**src/sv/lcdt_pkg.sv**
```systemverilog
// lcdt_pkg: shared types and constants for the lcd mode timing and register core
// holds mode and item kind codes, register offsets and dot/line timing limits
// no dependencies
`default_nettype none

package lcdt_pkg;

	// display modes as reported in the status register
	typedef enum logic [1:0] {
		MODE_HBLANK = 2'd0,
		MODE_VBLANK = 2'd1,
		MODE_OAM    = 2'd2,
		MODE_DRAW   = 2'd3
	} mode_t;

	// item kinds on the input channel
	typedef enum logic [1:0] {
		KIND_TICK  = 2'd0,
		KIND_WRITE = 2'd1,
		KIND_READ  = 2'd2,
		KIND_NONE  = 2'd3
	} kind_t;

	// register offsets above base 0x40
	localparam logic [3:0] OFF_CONTROL = 4'h0;
	localparam logic [3:0] OFF_STATUS  = 4'h1;
	localparam logic [3:0] OFF_SCY     = 4'h2;
	localparam logic [3:0] OFF_SCX     = 4'h3;
	localparam logic [3:0] OFF_LINE    = 4'h4;
	localparam logic [3:0] OFF_LYC     = 4'h5;
	localparam logic [3:0] OFF_DMA     = 4'h6;
	localparam logic [3:0] OFF_BGP     = 4'h7;
	localparam logic [3:0] OFF_OBP0    = 4'h8;
	localparam logic [3:0] OFF_OBP1    = 4'h9;
	localparam logic [3:0] OFF_WY      = 4'hA;
	localparam logic [3:0] OFF_WX      = 4'hB;
	localparam logic [3:0] OFF_BANK    = 4'hF;

	// dot and line limits
	localparam int DOT_W  = 9;
	localparam int LINE_W = 8;
	localparam logic [DOT_W-1:0]  OAM_DOTS    = 9'd80;
	localparam logic [DOT_W-1:0]  DRAW_DOTS   = 9'd172;
	localparam logic [DOT_W-1:0]  HBLANK_DOTS = 9'd204;
	localparam logic [DOT_W-1:0]  LINE_DOTS   = 9'd456;
	localparam logic [DOT_W-1:0]  DOT_STEP    = 9'd2;
	localparam logic [LINE_W-1:0] VBLANK_LINE = 8'd144;
	localparam logic [LINE_W-1:0] LINES_TOTAL = 8'd154;

	// reset value of every palette
	localparam logic [7:0] PALETTE_RESET = 8'hE4;

	// status enable bit positions
	localparam int EN_MODE0 = 0;
	localparam int EN_MODE2 = 2;
	localparam int EN_LYC   = 3;

endpackage

`default_nettype wire

```
**src/sv/lcd_mode_timing_registers_core.sv**
```systemverilog
// lcd_mode_timing_registers_core: lcd dot/line timing, interrupt requests and register file
// depends on lcdt_pkg for mode and kind codes, register offsets and timing limits
`default_nettype none

//  channel | signals                                            | transfer when
//  --------+----------------------------------------------------+---------------------
//  in      | in_valid, in_stall, kind, reg_offset, write_data   | in_valid & !in_stall
//  out     | out_valid, out_stall, read_data, vblank_irq,       | out_valid & !out_stall
//          | stat_irq, mode_now, line_now                       |
//
// one item per clock while the output does not stall; an item passes an input register
// then the result register, with state updated as an item leaves the input register
// reset clears all timing state, enables and registers; palettes come up as 0xE4
// a stall on the output holds the result register, then the input register,
// and only then raises in_stall

module lcd_mode_timing_registers_core
	import lcdt_pkg::*;
(
	input  wire logic              clk,
	input  wire logic              arst_n,
	input  wire logic              in_valid,
	output logic                   in_stall,
	input  wire logic [1:0]        kind,
	input  wire logic [3:0]        reg_offset,
	input  wire logic [7:0]        write_data,
	output logic                   out_valid,
	input  wire logic              out_stall,
	output logic [7:0]             read_data,
	output logic                   vblank_irq,
	output logic                   stat_irq,
	output logic [1:0]             mode_now,
	output logic [LINE_W-1:0]      line_now
);

	// input stage
	logic              valid_s1;
	kind_t             kind_s1;
	logic [3:0]        off_s1;
	logic [7:0]        data_s1;

	// result stage
	logic              valid_s2;
	logic [7:0]        rd_s2;
	logic              vbl_s2;
	logic              stat_s2;
	mode_t             mode_s2;
	logic [LINE_W-1:0] line_s2;

	// timing state and register file
	mode_t             mode_q;
	logic [LINE_W-1:0] line_q;
	logic [DOT_W-1:0]  dot_q;
	logic [7:0]        control_q;
	logic [3:0]        stat_en_q;
	logic [7:0]        scy_q;
	logic [7:0]        scx_q;
	logic [7:0]        lyc_q;
	logic [7:0]        pal_q [3];
	logic [7:0]        win_q [2];
	logic              bank_q;

	// next values
	mode_t             mode_nxt;
	logic [LINE_W-1:0] line_nxt;
	logic [DOT_W-1:0]  dot_nxt;
	logic              vbl_nxt;
	logic              stat_nxt;
	logic [7:0]        rd_nxt;
	logic [LINE_W-1:0] line_inc;
	logic [DOT_W-1:0]  dot_inc;

	logic s2_take;
	logic s1_take;
	logic advance;

	// handshake: result register frees up when empty or taken
	assign s2_take  = !valid_s2 || !out_stall;
	assign advance  = valid_s1 && s2_take;
	assign in_stall = valid_s1 && !s2_take;
	assign s1_take  = in_valid && !in_stall;

	assign line_inc = LINE_W'(line_q + 8'd1);
	assign dot_inc  = DOT_W'(dot_q + DOT_STEP);

	// timing tick
	always_comb begin
		mode_nxt = mode_q;
		line_nxt = line_q;
		dot_nxt  = dot_q;
		vbl_nxt  = 1'b0;
		stat_nxt = 1'b0;
		if (kind_s1 == KIND_TICK) begin
			unique case (mode_q)
				MODE_HBLANK: begin
					if (dot_q >= HBLANK_DOTS) begin
						dot_nxt  = '0;
						line_nxt = line_inc;
						if (stat_en_q[EN_LYC] && lyc_q == line_inc)
							stat_nxt = 1'b1;
						if (line_inc == VBLANK_LINE) begin
							mode_nxt = MODE_VBLANK;
							vbl_nxt  = 1'b1;
						end else begin
							mode_nxt = MODE_OAM;
							if (stat_en_q[EN_MODE2])
								stat_nxt = 1'b1;
						end
					end else begin
						dot_nxt = dot_inc;
					end
				end
				MODE_VBLANK: begin
					if (dot_q >= LINE_DOTS) begin
						dot_nxt = '0;
						if (line_inc >= LINES_TOTAL) begin
							mode_nxt = MODE_OAM;
							line_nxt = '0;
							if (stat_en_q[EN_MODE2] || (stat_en_q[EN_LYC] && lyc_q == 8'd0))
								stat_nxt = 1'b1;
						end else begin
							line_nxt = line_inc;
							if (stat_en_q[EN_LYC] && lyc_q == line_inc)
								stat_nxt = 1'b1;
						end
					end else begin
						dot_nxt = dot_inc;
					end
				end
				MODE_OAM: begin
					if (dot_q >= OAM_DOTS) begin
						dot_nxt  = '0;
						mode_nxt = MODE_DRAW;
					end else begin
						dot_nxt = dot_inc;
					end
				end
				MODE_DRAW: begin
					if (dot_q >= DRAW_DOTS) begin
						dot_nxt  = '0;
						mode_nxt = MODE_HBLANK;
						if (stat_en_q[EN_MODE0])
							stat_nxt = 1'b1;
					end else begin
						dot_nxt = dot_inc;
					end
				end
				default: begin
					mode_nxt = mode_q;
				end
			endcase
		end
	end

	// register read decoder
	always_comb begin
		rd_nxt = '0;
		if (kind_s1 == KIND_READ) begin
			unique case (off_s1)
				OFF_CONTROL: rd_nxt = control_q;
				OFF_STATUS:  rd_nxt = {1'b0, stat_en_q, (line_q == lyc_q), mode_q};
				OFF_SCY:     rd_nxt = scy_q;
				OFF_SCX:     rd_nxt = scx_q;
				OFF_LINE:    rd_nxt = line_q;
				OFF_LYC:     rd_nxt = lyc_q;
				OFF_BGP:     rd_nxt = pal_q[0];
				OFF_OBP0:    rd_nxt = pal_q[1];
				OFF_OBP1:    rd_nxt = pal_q[2];
				OFF_WY:      rd_nxt = win_q[0];
				OFF_WX:      rd_nxt = win_q[1];
				OFF_BANK:    rd_nxt = {7'd0, bank_q};
				default:     rd_nxt = '0;
			endcase
		end
	end

	// input register
	always_ff @(posedge clk or negedge arst_n) begin
		if (!arst_n) begin
			valid_s1 <= 1'b0;
		end else if (s1_take) begin
			valid_s1 <= 1'b1;
		end else if (advance) begin
			valid_s1 <= 1'b0;
		end
	end

	always_ff @(posedge clk) begin
		if (s1_take) begin
			kind_s1 <= kind_t'(kind);
			off_s1  <= reg_offset;
			data_s1 <= write_data;
		end
	end

	// timing state
	always_ff @(posedge clk or negedge arst_n) begin
		if (!arst_n) begin
			mode_q <= MODE_HBLANK;
			line_q <= '0;
			dot_q  <= '0;
		end else if (advance) begin
			mode_q <= mode_nxt;
			line_q <= line_nxt;
			dot_q  <= dot_nxt;
		end
	end

	// register file writes
	always_ff @(posedge clk or negedge arst_n) begin
		if (!arst_n) begin
			control_q <= '0;
			stat_en_q <= '0;
			scy_q     <= '0;
			scx_q     <= '0;
			lyc_q     <= '0;
			pal_q[0]  <= PALETTE_RESET;
			pal_q[1]  <= PALETTE_RESET;
			pal_q[2]  <= PALETTE_RESET;
			win_q[0]  <= '0;
			win_q[1]  <= '0;
			bank_q    <= 1'b0;
		end else if (advance && kind_s1 == KIND_WRITE) begin
			unique case (off_s1)
				OFF_CONTROL: control_q <= data_s1;
				OFF_STATUS:  stat_en_q <= data_s1[6:3];
				OFF_SCY:     scy_q     <= data_s1;
				OFF_SCX:     scx_q     <= data_s1;
				OFF_LYC:     lyc_q     <= data_s1;
				OFF_BGP:     pal_q[0]  <= data_s1;
				OFF_OBP0:    pal_q[1]  <= data_s1;
				OFF_OBP1:    pal_q[2]  <= data_s1;
				OFF_WY:      win_q[0]  <= data_s1;
				OFF_WX:      win_q[1]  <= data_s1;
				OFF_BANK:    bank_q    <= (data_s1 != 8'd0);
				default:     bank_q    <= bank_q;
			endcase
		end
	end

	// result register
	always_ff @(posedge clk or negedge arst_n) begin
		if (!arst_n) begin
			valid_s2 <= 1'b0;
		end else if (s2_take) begin
			valid_s2 <= valid_s1;
		end
	end

	always_ff @(posedge clk) begin
		if (advance) begin
			rd_s2   <= rd_nxt;
			vbl_s2  <= vbl_nxt;
			stat_s2 <= stat_nxt;
			mode_s2 <= mode_nxt;
			line_s2 <= line_nxt;
		end
	end

	assign out_valid  = valid_s2;
	assign read_data  = rd_s2;
	assign vblank_irq = vbl_s2;
	assign stat_irq   = stat_s2;
	assign mode_now   = mode_s2;
	assign line_now   = line_s2;

	// line counter stays within the frame
	a_line_range: assert property (@(posedge clk) disable iff (!arst_n)
		line_q < LINES_TOTAL)
		else $error("line counter out of frame");

	// vblank mode exactly covers the lines from 144 upward
	a_vblank_lines: assert property (@(posedge clk) disable iff (!arst_n)
		(mode_q == MODE_VBLANK) == (line_q >= VBLANK_LINE))
		else $error("mode and line disagree on vblank");

	// a vblank request reports the first vblank line
	a_vbl_result: assert property (@(posedge clk) disable iff (!arst_n)
		(out_valid && vblank_irq) |-> (mode_now == MODE_VBLANK && line_now == VBLANK_LINE))
		else $error("vblank request away from line 144");

	// requests never ride along with read data
	a_irq_no_data: assert property (@(posedge clk) disable iff (!arst_n)
		(out_valid && (vblank_irq || stat_irq)) |-> (read_data == 8'd0))
		else $error("request on a register access");

	// dot counter never runs past a vblank line
	a_dot_range: assert property (@(posedge clk) disable iff (!arst_n)
		dot_q <= LINE_DOTS)
		else $error("dot counter overran");

endmodule

`default_nettype wire

```
**config.mk**
```make
export PLATFORM = sky130hd
export DESIGN_NAME = lcd_mode_timing_registers_core
export DESIGN_NICKNAME = d
export VERILOG_FILES = /design/src/sv/lcdt_pkg.sv /design/src/sv/lcd_mode_timing_registers_core.sv
export SDC_FILE = /design/constraint.sdc
export NUM_CORES = 1
export LEC_CHECK = 0
export BUFFER_PORTS_ARGS = -buffer_cell sky130_fd_sc_hd__buf_2
export CORE_UTILIZATION = 40
export CTS_CLUSTER_SIZE = 20
export DETAILED_ROUTE_END_ITERATION = 16
export PLACE_DENSITY_LB_ADDON = 0.05
export SLEW_MARGIN = 20
export SYNTH_ARGS = -nofsm -noshare
export SYNTH_HDL_FRONTEND = slang
export SYNTH_SLANG_ARGS = --single-unit
```
**constraint.sdc**
```tcl
create_clock -name clk -period 3.3 [get_ports clk]
set_clock_uncertainty 0.1 [all_clocks]
set_input_delay 0 -clock clk [delete_from_list [all_inputs] [get_ports clk]]
set_output_delay 0 -clock clk [all_outputs]
set_load 0.005 [all_outputs]
```
==> run summary <==
via count -> 5380
# hold bufs at CTS -> 18
Cell Pwr Density -> 531 mW/mm2
Lkg Pwr -> 0.00345 uW
Slew Limit Headroom -> 0.473
global-route wire length before repair -> 31400 um
synthesized area -> 0.00713 mm2
fin cells -> 926
final setup fails -> 0
Crit Path Max Fanout -> 19
Max Slew Vio Count -> 0
Max Root-Sink Buffers -> 2
Inst Count DP -> 876
vias in the first global route -> 5401
post-synthesis sequential area ratio -> 0.485
Resized cells post-CTS -> 0
Synthesized Nets -> 660
latest clock arrival within the worst-skew pair -> 430 ps
Die Ht -> 136 um
ANT cells -> 0
CP Capture Type -> flip-flop
kind of critical path -> reg -> reg
CP Launch Type -> flip-flop
fraction of registers with async set/reset -> 0.740
Post-Layout Inst Area -> 0.00828 mm2
hold slack final -> 19.2 ps
flops & latches, synth -> 131
port bufs -> 39
clock root buffer -> clkbuf_16
flop-to-flop setup slack -> 610 ps
yosys warns -> 0
drt initial violations -> 404
r2r startpoint -> line_q[2]
Final ANT Viol Nets -> 0
placer congestion estimate -> 0.861
Synth-to-Final Area Change -> 16.1%
Power Total -> 4400 uW
nets@finish -> 710
Post-Route WL -> 19800 um
status -> complete, no violations
antenna violations before repair -> 0
Worst-path clk slew -> 60 ps
DRC viols -> 0
setup TNS -> 0 ps
die area -> 0.0184 mm2
CTS Buf Count -> 17
worst hold-check path type -> in -> async
Reg2Reg Capture Point -> mode_now[1]
Worst Setup SP -> line_q[2]
post-route minimum period -> 2690 ps
IO Pins -> 40
Total GRT Usage -> 0.231
Final period util -> 0.816
Post-CTS Setup Bufs -> 0
post-synthesis area per instance -> 11.2 um2
max-cap viol count -> 0
vias per inst -> 5.81
grt total ovfl -> 0
Hold Violations, Final -> 0
router iterations before antenna repair -> 5
worst slew pin tran -> 785 ps
unrepaired setup endpoints after global routing -> false
peak supply drop -> 0.378 mV
largest net degree at the start of global routing -> 44
EDFF count, synth -> 34
Required @ worst endpoint -> 3380 ps
clock sink total -> 131
Core ar. -> 0.0174 mm2
H-tree depth -> 4
DPL Wire Length -> 13800 um
CTS tree -> built
f_max -> 372 MHz
commonest register cell after synthesis -> dfrtp_1
r2r worst-path depth -> 7
placed cell area -> 0.00752 mm2
Mapped Cells -> 638
CP arrival -> 2770 ps
layout cell share with drive strength beyond 1 -> 0.311
die span in x -> 136 um
count of cell types in the netlist -> 77
WL/cell -> 21.4 um
Rows -> 48
initial core utilization -> 0.411
-- placed cells by master, fill, tap and decap left out, types with 18 or more instances in the layout --
master / n
mux2_2: 86
buf_2: 38
buf_4: 22
o21ai_0: 37
dfrtp_1: 85
nor2_1: 41
dlygate4sd3_1: 18
nand2_1: 53
a21oi_1: 29
edfxtp_1: 34
-- registers in the layout (all words and copies together) (netlist names) --
signal      count
scx_q           8
stat_irq        1
win_q          16
line_q          8
valid_s1        1
bank_q          1
kind_s1         2
control_q       8
off_s1          4
pal_q          24
mode_now        2
data_s1         8
read_data       8
vblank_irq      1
stat_en_q       4
scy_q           8
lyc_q           8
out_valid       1
mode_q          2
line_now        8
dot_q           8
-- area by class of cell --
class / count / area (um2)
fillers: 1565 / 9080
inverters: 7 / 26.3
clock buffers: 18 / 429
clock inverters: 14 / 151
flip-flops and latches: 131 / 3460
multi-input cells: 453 / 3390
repair buffers: 78 / 536
well taps: 225 / 282
-- critical path, cell delays in order, from the launching register on --
cell and delay [ps]:
dfrtp_1 730, and4_4 370, and2_1 200, and3_1 170, o2111ai_1 240, a21oi_1 230
o22ai_1 120, mux2_2 280
-- how the worst max path moves through the flow --
stage | cells past startpoint | end
after detailed placement | 7 | mode_now[1]
after CTS | 7 | mode_now[1]
final | 7 | mode_now[1]
after global routing | 7 | mode_now[1]
after global placement | 8 | mode_now[1]
after floorplan | 9 | mode_now[1]
-- through the flow --
step,setup slack (ps),utilization
2_1_floorplan,900,-
3_3_place_gp,729,0.433
3_5_place_dp,678,0.433
4_1_cts,674,0.477
5_1_grt,455,0.477
6_report,609,0.477
-- synthesized netlist by cell type (4+ instances only) --
| cell | n | share of area |
|---|---|---|
| clkbuf_1 | 22 | 0.012 |
| a21o_1 | 5 | 0.0053 |
| dfrtp_1 | 85 | 0.30 |
| nand2_1 | 53 | 0.028 |
| a22oi_1 | 4 | 0.0042 |
| buf_2 | 8 | 0.0056 |
| nor3_1 | 10 | 0.0070 |
| mux4_2 | 6 | 0.019 |
| inv_1 | 6 | 0.0032 |
| xor2_1 | 4 | 0.0049 |
| buf_4 | 4 | 0.0042 |
| o21ai_0 | 37 | 0.026 |
| ha_1 | 4 | 0.0070 |
| mux2_2 | 86 | 0.14 |
| edfxtp_1 | 34 | 0.14 |
| buf_6 | 5 | 0.0079 |
| nand3_1 | 14 | 0.0098 |
| a32oi_1 | 4 | 0.0049 |
| a31oi_1 | 8 | 0.0070 |
| nor3b_1 | 5 | 0.0053 |
| a22o_1 | 5 | 0.0061 |
| nand2b_1 | 9 | 0.0079 |
| mux2i_1 | 9 | 0.013 |
| and2_1 | 6 | 0.0053 |
| nor2b_1 | 8 | 0.0070 |
| dfstp_2 | 12 | 0.044 |
| nor2_1 | 41 | 0.022 |
| xnor2_1 | 15 | 0.018 |
| nand4_1 | 6 | 0.0053 |
| buf_1 | 6 | 0.0032 |
| o21ai_1 | 11 | 0.0077 |
| nor4_1 | 6 | 0.0053 |
| o22ai_1 | 5 | 0.0044 |
| a21oi_1 | 29 | 0.020 |
| and3_1 | 7 | 0.0061 |
-- cell families (layout without fill, tap and decap cells) --
family | count (synthesis) | in the layout | synth area share
AOI/OAI and AO/OA | 141 | 141 | 0.132
xor gates and xnor gates | 22 | 22 | 0.0317
adders and majority gates | 4 | 4 | 0.00702
buffers and inverters | 54 | 117 | 0.0389
DFF | 131 | 131 | 0.485
muxes | 102 | 102 | 0.169
and+or+nand+nor | 184 | 184 | 0.136
-- per-layer routing --
metal,vias to the layer above,global-route usage,wire (um)
met5,-,0,0
met4,0,0.0737,311
met3,29,0.0400,895
met2,176,0.355,9050
met1,2729,0.329,9530
li1,2446,-,-
-- report_power, final --
part	internal (uW)	switching [uW]	leakage (uW)	total [uW]
clock	1120	765	0.000272	1880
sequential	1860	166	0.00158	2030
combinational	257	232	0.00161	489
No activity file was read; power rests on OpenSTA's default activity.
